$ cat config.mk
export PLATFORM = sky130hd
export DESIGN_NAME = bspt_window
export DESIGN_NICKNAME = d
export VERILOG_FILES = /design/src/bspt_window.sv
export SDC_FILE = /design/constraint.sdc
export NUM_CORES = 1
export LEC_CHECK = 0
export BUFFER_PORTS_ARGS = -buffer_cell sky130_fd_sc_hd__buf_2
export CAP_MARGIN = 10
export CELL_PAD_IN_SITES_DETAIL_PLACEMENT = 1
export CELL_PAD_IN_SITES_GLOBAL_PLACEMENT = 2
export CORE_ASPECT_RATIO = 0.6
export CORE_MARGIN = 1.5
export CORE_UTILIZATION = 40
export CTS_BUF_LIST = sky130_fd_sc_hd__clkbuf_8
export DETAILED_ROUTE_END_ITERATION = 6
export PLACE_DENSITY = 0.61
export SKIP_CTS_REPAIR_TIMING = 1
export SLEW_MARGIN = 20
export SYNTH_ARGS = -nofsm -noshare
export SYNTH_HDL_FRONTEND = slang
export SYNTH_SLANG_ARGS = --single-unit
$ cat constraint.sdc
create_clock -name i_clk -period 5.5 [get_ports i_clk]
set_clock_uncertainty 0.1 [all_clocks]
set_input_delay 1.1 -clock i_clk [delete_from_list [all_inputs] [get_ports i_clk]]
set_output_delay 1.1 -clock i_clk [all_outputs]
set_load 0.03 [all_outputs]
$ cat src/bspt_window.sv
module bspt_window #(
    parameter int DEPTH  = 64,
    parameter int DATA_W = 24
) (
    input  logic                     i_clk,
    input  logic                     i_wr_en,
    input  logic [$clog2(DEPTH)-1:0] i_wr_addr,
    input  logic [DATA_W-1:0]        i_wr_data,
    input  logic                     i_rd_en,
    input  logic [$clog2(DEPTH)-1:0] i_rd_addr,
    output logic [DATA_W-1:0]        o_rd_data
);

    logic [DATA_W-1:0] r_mem [DEPTH];

    // Write the new price, read the oldest one
    always_ff @(posedge i_clk) begin
        if (i_wr_en) begin
            r_mem[i_wr_addr] <= i_wr_data;
        end
        if (i_rd_en) begin
            o_rd_data <= r_mem[i_rd_addr];
        end
    end

endmodule

After elaboration in Yosys (flattened, before gate mapping)
Memories as Yosys holds them, arrays and structs flattened. A register that Yosys moved wholly into a read port is not among the register bits.
Cells that the tools add are included.
{"block": "classes", "n_reduce_logical": 0, "mul": 0, "order_cmp": 0, "n_div": 0, "mux": 2, "addsub": 0, "eq_ne": 0, "n_shift": 0, "n_bitwise": 0}
{"operator": "$mux W1", "n": 2}
{"block": "totals", "elab_cells": 3, "out_inout_bits": 24, "register_bits": 0, "ramBits": 1536, "inputBits": 39, "n_memories": 1, "latchBits": 0, "romBits": 0}
{"memory": "r_mem", "words": 64, "word_bits": 24, "read_ports": 1, "rd_clocked_by_memory_dff": 1, "wr": 1, "line_no": "14", "rtl": "logic [DATA_W-1:0] r_mem [DEPTH];"}

Longest topological paths before layout
{"block": "depth", "word_depth": 2, "mapped_depth": 9, "ltp_nobuf": 5}

Worst setup path before layout
OpenSTA, ideal clock, no wires.
{"block": "synth_timing", "kind": "input -> register", "from": "in i_wr_addr[3]", "to": "mem r_mem[48][0], enable pin", "n_path_buf": 1, "arrival_time_ns": 3.262, "required_ns": 4.965, "slack_ns": 1.703, "stages": 4, "setup_time_ns": 0.435, "path_cell_list": "clkbuf_1 > nor2b_1 > nand4b_1 > nor3_1"}
{"item": "from (decl)", "line_no": "7", "rtl": "input logic [$clog2(DEPTH)-1:0] i_wr_addr,"}
{"item": "to (decl)", "line_no": "14"}
Straight into the memory's write port.

==> run_results.csv <==
group,metric,value,unit
status,status,"finished clean",
power_and_ir_drop,power_frac_comb,5.4,%
clock_tree,htreeDepth,4,
die,die_w,501.1,µm
min_path,hold_start,"i_wr_data[14]",
yosys,synth_fa_ha_area_share,0,%
finish,layout.cells.non_filler,5040,
routing,drt-pass1-iter-count,5,
power_and_ir_drop,powerDensity,342.6,nW/µm²
clock_tree,cts.sinks,1560,
die,dieHeight,301.8,µm
place,hpwl,97820,µm
worst_setup_path,cp_data_required_time,6.05,ns
global_routing,grt_use_total,22.07,%
yosys,synth.distinct_cells,39,
global_routing,grt-ovfl-total,0,
clock_tree,clkTransAtPathRegs,0.07,ns
sta,finalMaxSlewViolations,0,
clock_tree,cts_buffers,221,
flow_run,maxCapViolations,0,
yosys,synth_edf_count,1560,
finish,drive_gt1_share,30.33,%
power_and_ir_drop,intPower,17.53,mW
yosys,synth_top_family_by_area,"multiplexers",
routing,drt_iter0_drc,3006,
routing,routed_wl,165400,µm
global_routing,grt_pass1_vias,30157,
worst_setup_path,cp-end-kind,"register",
finish,seq_area,46840,µm²
yosys,syn_nets,2649,
finish,nets,2907,
sta,rsz0062_at_grt,"false",
place,placed_cells,4643,
yosys,yosys.area.top_type,"edfxtp_1",
die,ioPinCount,63,
clock_tree,cts_tree,"yes",
worst_setup_path,worstPathArrival,3.85,ns
worst_setup_path,cp_max_fo,86,
power_and_ir_drop,total_power,22.85,mW
power_and_ir_drop,seqPwrFrac,58.0,%
clock_tree,clock_latency,0.93,ns
power_and_ir_drop,swShare,23.31,%
worst_setup_path,path_common_cell,"o21ai_0",
yosys,yosys.area.top_type_share,78.68,%
finish,fillCellCount,13465,
sta,fin_tns_setup,0,ns
sta,hold_violations,0,
global_routing,grt_max_degree,88,
finish,multi_input_area,12090,µm²
yosys,muxShareOfSynthArea,16.03,%
yosys,synth.top_cells.by_area,"edfxtp_1 (79%), mux4_2 (13%), mux2i_1 (1.6%)",
sta,slew_headroom,25.77,%
place,port-buffer-count,62,
die,core_area,147600,µm²
routing,via_count,29092,
clock_tree,cts_buffer_depth,3,
power_and_ir_drop,power.switching,5.327,mW
yosys,ys.flop_type,"edfxtp_1",
die,start_util,40.35,%
finish,syn_to_final_growth,12.04,%
global_routing,antenna_found_initial,10,
yosys,ys_seq_elements,1560,
worst_setup_path,crit_path_top_delay_cell,"mux4_2",
sta,worst_pin_slew,1.108,ns
worst_setup_path,setup.worst_path.start_class,"input port",
yosys,syn_area_per_cell,22.81,µm²
min_path,worstHoldPathType,"input port to register",
routing,drtAntennaViolNets,0,
global_routing,grt_pass1_wl,233900,µm
yosys,synth-simple-area-share,1.551,%
yosys,synth-xor-area-share,0,%
worst_setup_path,reg2reg_from,"r_mem[55][19]",
power_and_ir_drop,pwr-share-clk,36.7,%
die,dieArea,151200,µm²
routing,remaining_drc_errors,0,
die,num_rows,109,
finish,fin_util,45.20,%
yosys,syn_area,59540,µm²
sta,setup_viol,0,
routing,wl_per_cell,32.81,µm
sta,finalCriticalPeriod,3.297,ns
place,gp_congestion,0.7761,
sta,maxClockFrequency,303.3,MHz
sta,period_share,59.95,%
yosys,seq_area_frac_synth,78.68,%
yosys,synth-compound-area-share,2.432,%
power_and_ir_drop,irDropWorstVdd,0.1948,mV
worst_setup_path,path_cells,"buf_8, buf_12, mux4_2, a221oi_1, o21ai_0, nand3_1, o21ai_0",
power_and_ir_drop,p_leak,20.97,nW
worst_setup_path,startpoint,"i_rd_addr[0]",
yosys,netlist_instances,2610,
yosys,synth_most_common_cell,"edfxtp_1",
worst_setup_path,worstSetupPathType,"input port to register",
clock_tree,cts_root_buffer,"clkbuf_8",
yosys,synth_commonest_cells,"edfxtp_1 (1,560), mux4_2 (355), mux2i_1 (95), nor2_1 (80)",
yosys,yosysWarningCount,0,
yosys,async_reset_ff_share,0,%
worst_setup_path,cpPeakStageDelay,0.63,ns
routing,detail_route.vias_per_cell,5.772,
## cells in the final DEF (no fill, tap or decap), types with 4 or more instances in the layout
master / Yosys / final
a21oi_1: 22 / 22
a221o_1: 4 / 4
a221oi_1: 52 / 52
a22oi_1: 29 / 29
a31oi_1: 13 / 13
and3_1: 16 / 16
buf_12: 0 / 10
buf_2: 45 / 53
buf_4: 31 / 111
clkbuf_8: 0 / 223
clkinv_1: 1 / 57
clkinv_2: 0 / 25
edfxtp_1: 1560 / 1560
inv_1: 0 / 74
inv_6: 0 / 6
inv_8: 0 / 4
mux2_2: 53 / 53
mux2i_1: 95 / 95
mux4_2: 355 / 355
nand2_1: 36 / 36
nand2b_1: 6 / 6
nand3_1: 20 / 20
nor2_1: 80 / 18
nor2_2: 0 / 61
nor2b_1: 9 / 8
o21a_1: 13 / 13
o21ai_0: 12 / 12
o21ai_1: 6 / 6
o22ai_1: 53 / 53
or3_1: 10 / 10
## metal layers
layer / vias up / share of wire [%] / track usage (%)
met5: - / 0 / 0
met4: 0 / 1.6 / 5.162
met3: 202 / 6.3 / 3.946
met2: 1031 / 43 / 31.37
met1: 16167 / 49 / 35.22
li1: 11692 / - / -
## per-stage QoR
stage / hold slack [ns] / cell area [µm²] / setup WS, ns
2_1_floorplan: 0.7493 / 59540 / 1.703
3_3_place_gp: 0.8590 / 62770 / 1.266
3_5_place_dp: 0.8512 / 62770 / 1.278
4_1_cts: 0.4033 / 66690 / 2.294
5_1_grt: 0.4629 / 66700 / 2.037
6_report: 0.4956 / 66700 / 2.203
## state kept, by name (all words and copies together) (netlist names)
signal     count
r_mem       1536
o_rd_data     24
## final timing paths
| kind | end | slack, ns | cells past startpoint |
|---|---|---|---|
| worst max-delay path | o_rd_data[15] | 2.20 | 7 |
| worst min-delay path | r_mem[14][14] | 0.50 | 1 |
| worst max register to register | o_rd_data[19] | 3.16 | 5 |
| worst min register to register | o_rd_data[22] | 0.85 | 4 |
## kinds of logic after synthesis
group | Yosys count
flops | 1560
mux | 503
compound gates | 207
simple gates | 196
buf+inv | 144
## power by group through the flow
stage / registers, mW / logic [mW] / clock network (mW)
floorplan: 13.5 / 0.650 / 0
global placement: 13.5 / 1.22 / 0
detailed placement: 13.5 / 1.24 / 0
CTS: 13.2 / 1.24 / 8.63
global route: 13.2 / 1.30 / 9.08
finish: 13.2 / 1.23 / 8.38
## area by class of cell
class	count	area share, %
Sequential cell	1560	70.23
Multi-Input combinational cell	906	18.12
Clock buffer	222	4.581
Tap cell	1998	3.748
Timing Repair Buffer	177	2.013
Clock inverter	173	1.291
Inverter	2	0.01125
Antenna cell	2	0.007503
## worst max-delay path: cells and delay by family
family / cells / cell delay, ns
AO/OA/AOI/OAI: 3 / 0.88
AND/OR/NAND/NOR: 1 / 0.18
buffers and inverters: 2 / 0.93
multiplexers: 1 / 0.63
(Power assumes the default switching activity.)
