<file path="config.mk">
export PLATFORM = sky130hd
export DESIGN_NAME = bspt_mul
export DESIGN_NICKNAME = d
export VERILOG_FILES = /design/src/bspt_pkg.sv /design/src/bspt_mul.sv
export SDC_FILE = /design/constraint.sdc
export NUM_CORES = 2
export LEC_CHECK = 0
export ABC_CLOCK_PERIOD_IN_PS = 9100
export BUFFER_PORTS_ARGS = -buffer_cell sky130_fd_sc_hd__buf_2
export CORE_ASPECT_RATIO = 1.1
export CORE_MARGIN = 1
export CORE_UTILIZATION = 30
export DETAILED_ROUTE_END_ITERATION = 6
export PLACE_DENSITY = 0.58
export SYNTH_ARGS = -nofsm -noshare
export SYNTH_HDL_FRONTEND = slang
export SYNTH_SLANG_ARGS = --single-unit
</file>
<file path="constraint.sdc">
create_clock -name i_clk -period 9.1 [get_ports i_clk]
set_input_delay 0.91 -clock i_clk [delete_from_list [all_inputs] [get_ports i_clk]]
set_output_delay 0.91 -clock i_clk [all_outputs]
set_load 0.005 [all_outputs]
</file>
<file path="src/bspt_pkg.sv">
package bspt_pkg;

    // Configuration port
    localparam int CFG_IDX_W  = 2;
    localparam int CFG_DATA_W = 16;

    localparam logic [CFG_IDX_W-1:0] CFG_WINDOW_LENGTH  = 2'd0;
    localparam logic [CFG_IDX_W-1:0] CFG_BAND_THRESHOLD = 2'd1;
    localparam logic [CFG_IDX_W-1:0] CFG_POSITION_LIMIT = 2'd2;

    // Register widths and reset values
    localparam int CFG_LEN_W = 7;
    localparam int THR_W     = 16;
    localparam int LIMIT_W   = 10;

    localparam logic [CFG_LEN_W-1:0] LEN_RESET   = 7'd20;
    localparam logic [THR_W-1:0]     THR_RESET   = 16'd512;
    localparam logic [LIMIT_W-1:0]   LIMIT_RESET = 10'd5;

    // Result widths
    localparam int POS_W       = 11;
    localparam int CASH_W      = 48;
    localparam int CASH_WIDE_W = CASH_W + 2;

    localparam logic signed [CASH_W-1:0] CASH_MAX = {1'b0, {(CASH_W-1){1'b1}}};
    localparam logic signed [CASH_W-1:0] CASH_MIN = {1'b1, {(CASH_W-1){1'b0}}};

    // Threshold squared carries 16 fraction bits
    localparam int FRAC2_SH = 16;

    // Shared multiplier: 32x32 partial products into a 128-bit accumulator
    localparam int LIMB_W     = 32;
    localparam int ACC_W      = 128;
    localparam int LIMBS      = ACC_W / LIMB_W;
    localparam int LIMB_IDX_W = $clog2(LIMBS);

    typedef enum logic [1:0] {
        ACT_HOLD = 2'd0,
        ACT_BUY  = 2'd1,
        ACT_SELL = 2'd2
    } t_action;

    typedef enum logic [3:0] {
        ST_IDLE,
        ST_OLD,
        ST_SQOLD,
        ST_SQNEW,
        ST_NP,
        ST_MAG2,
        ST_NSQ,
        ST_SUM2,
        ST_THR2,
        ST_RTHR,
        ST_TRADE,
        ST_PNL,
        ST_OUT
    } t_state;

    typedef enum logic [1:0] {
        MS_IDLE,
        MS_RUN,
        MS_ACC,
        MS_DONE
    } t_mul_state;

    typedef struct packed {
        logic                  start;
        logic [LIMB_IDX_W-1:0] la_m1;
        logic [LIMB_IDX_W-1:0] lb_m1;
        logic [ACC_W-1:0]      a;
        logic [ACC_W-1:0]      b;
    } t_mul_req;

    typedef struct packed {
        logic             done;
        logic [ACC_W-1:0] prod;
    } t_mul_rsp;

    // Clamp a widened cash value to the signed 48-bit range
    function automatic logic signed [CASH_W-1:0] sat_cash(
        input logic signed [CASH_WIDE_W-1:0] v
    );
        logic signed [CASH_WIDE_W-1:0] hi;
        logic signed [CASH_WIDE_W-1:0] lo;
        hi = {2'b00, CASH_MAX};
        lo = {2'b11, CASH_MIN};
        if (v > hi) begin
            return CASH_MAX;
        end else if (v < lo) begin
            return CASH_MIN;
        end else begin
            return v[CASH_W-1:0];
        end
    endfunction

endpackage

</file>
<file path="src/bspt_mul.sv">
module bspt_mul
    import bspt_pkg::*;
(
    input  logic     i_clk,
    input  logic     i_rst_n,
    input  t_mul_req i_req,
    output t_mul_rsp o_rsp
);

    t_mul_state r_state;
    t_mul_state n_state;

    logic [ACC_W-1:0]      r_a;
    logic [ACC_W-1:0]      r_b;
    logic [LIMB_IDX_W-1:0] r_la;
    logic [LIMB_IDX_W-1:0] r_lb;
    logic [LIMB_IDX_W-1:0] r_i;
    logic [LIMB_IDX_W-1:0] r_j;
    logic [2*LIMB_W-1:0]   r_pp;
    logic [LIMB_IDX_W:0]   r_sh;
    logic                  r_ppv;
    logic [ACC_W-1:0]      r_acc;

    logic [2*LIMB_W-1:0] w_pp;
    logic [ACC_W-1:0]    w_pp_shift;
    logic                w_last;

    assign w_last     = (r_i == r_la) && (r_j == r_lb);
    assign w_pp       = r_a[r_i*LIMB_W +: LIMB_W] * r_b[r_j*LIMB_W +: LIMB_W];
    assign w_pp_shift = {{(ACC_W-2*LIMB_W){1'b0}}, r_pp} << (r_sh * LIMB_W);

    // Next state
    always_comb begin
        n_state = r_state;
        case (r_state)
            MS_IDLE: begin
                if (i_req.start) begin
                    n_state = MS_RUN;
                end
            end
            MS_RUN: begin
                if (w_last) begin
                    n_state = MS_ACC;
                end
            end
            MS_ACC:  n_state = MS_DONE;
            MS_DONE: n_state = MS_IDLE;
            default: n_state = MS_IDLE;
        endcase
    end

    // Outputs
    always_comb begin
        o_rsp.done = (r_state == MS_DONE);
        o_rsp.prod = r_acc;
    end

    always_ff @(posedge i_clk) begin
        if (!i_rst_n) begin
            r_state <= MS_IDLE;
            r_ppv   <= 1'b0;
        end else begin
            r_state <= n_state;
            r_ppv   <= (r_state == MS_RUN);
        end
    end

    // Latch operands, step through limb pairs, add each registered partial product in the following cycle
    always_ff @(posedge i_clk) begin
        if (r_state == MS_IDLE && i_req.start) begin
            r_a   <= i_req.a;
            r_b   <= i_req.b;
            r_la  <= i_req.la_m1;
            r_lb  <= i_req.lb_m1;
            r_i   <= '0;
            r_j   <= '0;
            r_acc <= '0;
        end else begin
            if (r_state == MS_RUN) begin
                r_pp <= w_pp;
                r_sh <= {1'b0, r_i} + {1'b0, r_j};
                if (r_j == r_lb) begin
                    r_j <= '0;
                    r_i <= r_i + 1'b1;
                end else begin
                    r_j <= r_j + 1'b1;
                end
            end
            if (r_ppv) begin
                r_acc <= r_acc + w_pp_shift;
            end
        end
    end

endmodule

</file>
**Word-level counts from Yosys, hierarchy flattened**

Cells that the tools add are included.

- Output and inout port bits: 129
- Flip-flop bits (word level): 462

- Bitwise gates (word level): 1
- Reductions and logical operators: 6
- Shift-type cells: 3
- Mux-type cells: 4
- Multiply operators: 1
- Equality and inequality tests: 7
- Add/sub/neg operators: 4

Operators with widths:

| operator | number |
|---|---|
| indexed part select 128 x 8 -> 32 bit | 2 |
| adder 128 bit | 1 |
| left shift 64 x 8 -> 128 bit | 1 |
| multiplier 32 x 32 -> 64 bit | 1 |
| case mux 2 bit (4 select lines) | 1 |
| 2-to-1 mux 2 bit | 3 |
| AND reduction 2 bit | 3 |
| adder 2 x 1 -> 2 bit, second input constant | 2 |
| equality test 2 bit | 2 |
| equality test 2 bit, second input constant | 2 |
| != test 2 bit, second input constant | 2 |
| adder 2 x 2 -> 3 bit | 1 |
| equality test 2 x 1 -> 1 bit, second input constant | 1 |
| logical AND 1 bit | 2 |
| logical NOT 2 bit | 1 |
| inverter 1 bit | 1 |

**Longest topological paths before layout**

- Word-level depth: 4
- Mapped depth: 38
- Gate-level depth less buffers: 34

**Worst setup path after synthesis**

No wires, ideal clock.

- Path kind: register to register
- Start: reg r_i[0]
- End: reg r_pp[60], data pin
- Path buffers: 4
- Library setup time: 0.260 ns
- Slack: -0.198 ns
- Cell stages (with the launch flop): 35
- Data arrival time: 9.038 ns
- Cells stage by stage: dfxtp_1 -> buf_1 -> clkbuf_1 -> mux2i_1 -> nand2_1 -> o21ai_1 -> clkbuf_1 -> nor2_1 -> fa_1 -> inv_1 -> fa_1 -> fa_1 -> fa_1 -> inv_1 -> fa_1 -> inv_1 -> fa_1 -> inv_1 -> fa_1 -> fa_1 -> ha_1 -> clkbuf_1 -> a21o_1 -> a21o_1 -> a21o_1 -> a21oi_1 -> o21ai_0 -> o311ai_4 -> o41a_2 -> o21ai_2 -> a311o_2 -> a311oi_2 -> o21ai_2 -> a211oi_2 -> xnor2_1

- Cells in the longest elaborated chain, start to end: 2

Ends and longest elaborated chain:

| what | line | text |
|---|---|---|
| start, declared | bspt_mul.sv:17 | `logic [LIMB_IDX_W-1:0] r_i;` |
| start signal, assigned | bspt_mul.sv:84 | `r_i <= r_i + 1'b1;` |
| indexed part select 128 x 8 -> 32 bit | bspt_mul.sv:29 | `assign w_pp = r_a[r_i*LIMB_W +: LIMB_W] * r_b[r_j*LIMB_W +: LIMB_W];` |
| multiplier 32 x 32 -> 64 bit | bspt_mul.sv:29 |  |
| named net w_pp[60] | bspt_mul.sv:24 | `logic [2*LIMB_W-1:0] w_pp;` |
| end signal, assigned | bspt_mul.sv:80 | `r_pp <= w_pp;` |
| end, declared | bspt_mul.sv:19 | `logic [2*LIMB_W-1:0] r_pp;` |

The timed path passes the listed nets, and every way through them passes these cells.
A chain may end at the register's enable or synchronous reset.

**Worst setup path in the final report**

- Start: reg r_j[0]
- End: reg r_pp[62], data pin

- Cells in the longest elaborated chain, start to end: 2

Ends and longest elaborated chain:

| what | line | text |
|---|---|---|
| start, declared | bspt_mul.sv:18 | `logic [LIMB_IDX_W-1:0] r_j;` |
| start signal, assigned | bspt_mul.sv:86 | `r_j <= r_j + 1'b1;` |
| indexed part select 128 x 8 -> 32 bit | bspt_mul.sv:29 |  |
| multiplier 32 x 32 -> 64 bit | bspt_mul.sv:29 |  |
| named net w_pp[62] | bspt_mul.sv:24 |  |

The timed path passes the listed nets, and every way through them passes these cells.

==> load_flow_metrics.sql <==
INSERT INTO impl_metrics (metric_group, metric, value, unit) VALUES
('run_status', 'run_status', 'completed', ''),
('worst_setup_path', 'required_time_of_the_critical_path', '9.49', 'ns'),
('layout', 'post-route-util', '34.70', '%'),
('floorplanning', 'floorplan.initialDensity', '30.19', '%'),
('synthesis', 'syn-cell-area', '58220', 'sq um'),
('floorplanning', 'die-height', '464.0', 'um'),
('floorplanning', 'num_rows', '169', ''),
('synthesis', 'synth-async-reset-ratio', '0', '%'),
('drt', 'routed-wl-met3', '18430', 'um'),
('synthesis', 'share_of_the_synthesized_area_in_compound_gates_ao_oa_aoi_oai', '10.08', '%'),
('clock_network', 'clk_latency', '0.69', 'ns'),
('drt', 'vias', '47128', ''),
('synthesis', 'synth.net_count', '7817', ''),
('synthesis', 'top_cells_by_area_synth', 'sky130_fd_sc_hd__fa_1 31%, sky130_fd_sc_hd__edfxtp_1 17%, sky130_fd_sc_hd__ha_1 8.5%, sky130_fd_sc_hd__inv_1 6.0%, sky130_fd_sc_hd__nor2_1 5.6%', ''),
('drt', 'detailedRoute.firstIterationViolations', '4131', ''),
('sta', 'fin_worst_skew', '0.04728', 'ns'),
('worst_setup_path', 'ff2ff_setup_slack', '0.23', 'ns'),
('drt', 'routed-wl-met2', '99140', 'um'),
('sta', 'setup-violations-final', '0', ''),
('synthesis', 'postSynthAreaPerCell', '9.301', 'sq um'),
('synthesis', 'synth.largest_area_cell', 'sky130_fd_sc_hd__fa_1', ''),
('layout', 'number_of_nets_in_the_layout', '8203', ''),
('synthesis', 'synth_sequential_area_ratio', '21.51', '%'),
('placement', 'portBuffers', '391', ''),
('worst_setup_path', 'worst_r2r_endpoint', 'r_pp[62]', ''),
('worst_setup_path', 'end_kind', 'register', ''),
('global_routing', 'initial_antenna_violation_count', '6', ''),
('global_routing', 'grt.total_usage', '22.36', '%'),
('clock_network', 'cts_htree_levels', '2', ''),
('placement', 'gp_congestion', '1.024', ''),
('global_routing', 'grt_max_degree', '164', ''),
('global_routing', 'global_route_wire_length_before_repair', '323500', 'um'),
('worst_setup_path', 'crit-reg2reg-launch', 'r_j[0]', ''),
('drt', 'post_drt_via_cell_ratio', '5.091', ''),
('layout', 'finalInstanceArea', '66930', 'sq um'),
('sta', 'post_route_hold_slack', '0.4182', 'ns'),
('worst_setup_path', 'library_cell_appearing_most_often_on_the_critical_path', 'sky130_fd_sc_hd__fa_1', ''),
('synthesis', 'synth-xor-area-share', '2.843', '%'),
('worst_setup_path', 'start_kind', 'register', ''),
('global_routing', 'grt_pass1_vias', '48772', ''),
('layout', 'drive_gt1_share', '13.75', '%'),
('synthesis', 'synthMuxAreaShare', '4.427', '%'),
('clock_network', 'cts.path.max_buffers', '3', ''),
('synthesis', 'instance_count_of_the_mapped_netlist', '6260', ''),
('drt', 'antenna_violating_nets_post_route', '0', ''),
('placement', 'dpl-instance-area', '64790', 'sq um'),
('clock_network', 'cts-buffers-inserted', '54', ''),
('floorplanning', 'core-area', '192800', 'sq um'),
('drt', 'firstDrtPassIters', '5', ''),
('synthesis', 'synthDominantCellAreaShare', '30.88', '%'),
('synthesis', 'number_of_distinct_library_cell_variants_in_the_gate_level_netlist_after_synthesis', '84', ''),
('floorplanning', 'io_pins', '392', ''),
('sta', 'hold_viol_final', '0', ''),
('clock_network', 'tritoncts', 'yes', ''),
('run', 'max_cap_viol_count', '0', ''),
('drt', 'mean_routed_wirelength_per_cell', '24.02', 'um'),
('clock_network', 'clk_root_buffer_cell', 'sky130_fd_sc_hd__clkbuf_16', ''),
('synthesis', 'ff_latch_count_synth', '462', ''),
('sta', 'maximum_clock_rate', '0.1128', 'GHz'),
('sta', 'max_slew_margin', '17.91', '%'),
('worst_setup_path', 'critical-path-slowest-cell', 'sky130_fd_sc_hd__fa_1', ''),
('synthesis', 'postSynth.topFlopCell', 'sky130_fd_sc_hd__edfxtp_1', ''),
('sta', 'grt_setup_unrepaired', 'no', ''),
('sta', 'share_of_the_clock_period_used_by_the_worst_path', '97.43', '%'),
('worst_setup_path', 'path_max_fanout', '10', ''),
('worst_setup_path', 'timing.critical_path.arrival', '9.26', 'ns'),
('worst_setup_path', 'cp_slowest_stage_delay', '0.58', 'ns'),
('sta', 'final.setup.tns', '0', 'ns'),
('worst_setup_path', 'cp-startpoint', 'r_j[0]', ''),
('floorplanning', 'die_width', '422.0', 'um'),
('layout', 'flow.area_growth_from_synthesis', '14.95', '%');
synth_stat cells, types with 7 or more instances:
cell                       count
sky130_fd_sc_hd__or3_1         8
sky130_fd_sc_hd__nor4_1        7
sky130_fd_sc_hd__nand2_1     670
sky130_fd_sc_hd__xor2_1       71
sky130_fd_sc_hd__ha_1        396
sky130_fd_sc_hd__xnor2_1     118
sky130_fd_sc_hd__mux2i_1     181
sky130_fd_sc_hd__nor2_1      868
sky130_fd_sc_hd__edfxtp_1    327
sky130_fd_sc_hd__or2_2        16
sky130_fd_sc_hd__o21a_1       82
sky130_fd_sc_hd__o21ai_1      31
sky130_fd_sc_hd__buf_1        27
sky130_fd_sc_hd__nor2b_1      23
sky130_fd_sc_hd__dfxtp_1     135
sky130_fd_sc_hd__mux2_2       60
sky130_fd_sc_hd__nor3_1       34
sky130_fd_sc_hd__a21oi_1     269
sky130_fd_sc_hd__nand3_1      37
sky130_fd_sc_hd__o211ai_1      7
sky130_fd_sc_hd__a22o_1       28
sky130_fd_sc_hd__a21boi_0     10
sky130_fd_sc_hd__and4_1       17
sky130_fd_sc_hd__a21o_1      110
sky130_fd_sc_hd__o21bai_1     46
sky130_fd_sc_hd__fa_1        898
sky130_fd_sc_hd__a211oi_1     15
sky130_fd_sc_hd__nand4_1      75
sky130_fd_sc_hd__o31ai_1      15
sky130_fd_sc_hd__nand2b_1     40
sky130_fd_sc_hd__clkbuf_1    311
sky130_fd_sc_hd__o21ai_0     202
sky130_fd_sc_hd__inv_1       934
sky130_fd_sc_hd__and2_1       52
sky130_fd_sc_hd__and3_1       17
sky130_fd_sc_hd__a31oi_1      24
state kept, by name, indices dropped and copies added (netlist names):
register	cells
r_lb	2
r_la	2
r_state	2
r_a	128
r_ppv	1
r_j	2
r_sh	3
r_pp	64
r_b	128
r_i	2
r_acc	128
area by class of cell:
cell class,instances,area [sq um]
fill,19884,125900
clock inverter,37,406.6
inverter,935,3517
sequential,462,12540
timing repair buffer,670,4674
tap,2565,3209
antenna,2,5.005
multi-input combinational,4523,41180
clock buffer,64,1389
placed cells by master (no fill, tap or decap), drive strengths merged, types with 8 or more instances in the layout:
cell | netlist | routed
edfxtp | 327 | 327
xnor2 | 118 | 118
nor2 | 868 | 868
a31oi | 24 | 24
clkbuf | 311 | 66
and4 | 17 | 17
nand2 | 670 | 670
nor2b | 23 | 23
a21oi | 269 | 269
o21a | 82 | 82
nor3 | 35 | 35
dfxtp | 135 | 135
xor2 | 71 | 71
o31ai | 15 | 15
and3 | 17 | 17
mux2 | 60 | 60
o41ai | 8 | 8
nand4 | 75 | 75
and2 | 52 | 52
clkinv | 1 | 24
a21o | 110 | 110
inv | 934 | 939
fa | 898 | 898
buf | 29 | 668
mux2i | 181 | 181
a211oi | 17 | 17
o21bai | 47 | 47
nand3 | 37 | 37
o21ai | 236 | 236
nand2b | 40 | 40
or3 | 9 | 9
a22o | 28 | 28
ha | 396 | 396
a21boi | 12 | 12
or2 | 16 | 16
repair_timing:
action,in CTS,in global routing
hold buffers,0,0
gates resized for setup,2,40
setup endpoints to repair,2,17
pin swaps,0,6
setup buffers,0,13
gates cloned,0,2
per-stage QoR:
stage          instances  worst slack [ns]
4_1_cts             9241           0.03893
3_3_place_gp        9140           0.02881
3_5_place_dp        9140          -0.09809
6_report            9258            0.2339
2_1_floorplan       6260         -0.003628
5_1_grt             9256          0.004161
critical path: cells and delay by family (launching register included):
| family | cells | cell delay (ns) |
|---|---|---|
| muxes | 1 | 0.36 |
| xor gates and xnor gates | 1 | 0.20 |
| AOI/OAI and AO/OA | 7 | 2.01 |
| buffers and inverters | 6 | 0.84 |
| and+or+nand+nor | 3 | 0.25 |
| adders and majority gates | 9 | 4.48 |
| DFF | 1 | 0.44 |
cell families after synthesis:
group | after synthesis
AO/OA/AOI/OAI | 918
XOR/XNOR | 189
adder cells (fa/ha/maj) | 1294
buffers and inverters | 1275
flip-flops | 462
multiplexers | 245
AND/OR/NAND/NOR | 1877
how the worst min path moves through the flow:
stage / end / startpoint / cells past startpoint / slack (ns)
after floorplan: r_acc[125] / r_acc[125] / 2 / 0.46
after global placement: r_acc[127] / r_acc[127] / 2 / 0.46
after detailed placement: r_acc[112] / r_acc[112] / 2 / 0.48
after CTS: r_a[28] / i_req[156] / 1 / 0.39
after global routing: r_a[127] / i_req[255] / 1 / 0.40
final: r_a[28] / i_req[156] / 1 / 0.42
metal layers:
metal  vias to the layer above  global-route usage (%)
li1                      20903                       -
met1                     23552                   29.44
met2                      2187                   35.64
met3                       484                   4.399
met4                         2                   9.525
met5                         -                       0
Power is not shown: default switching activity piles up to over one toggle a cycle in this logic, so the estimate is an artifact.
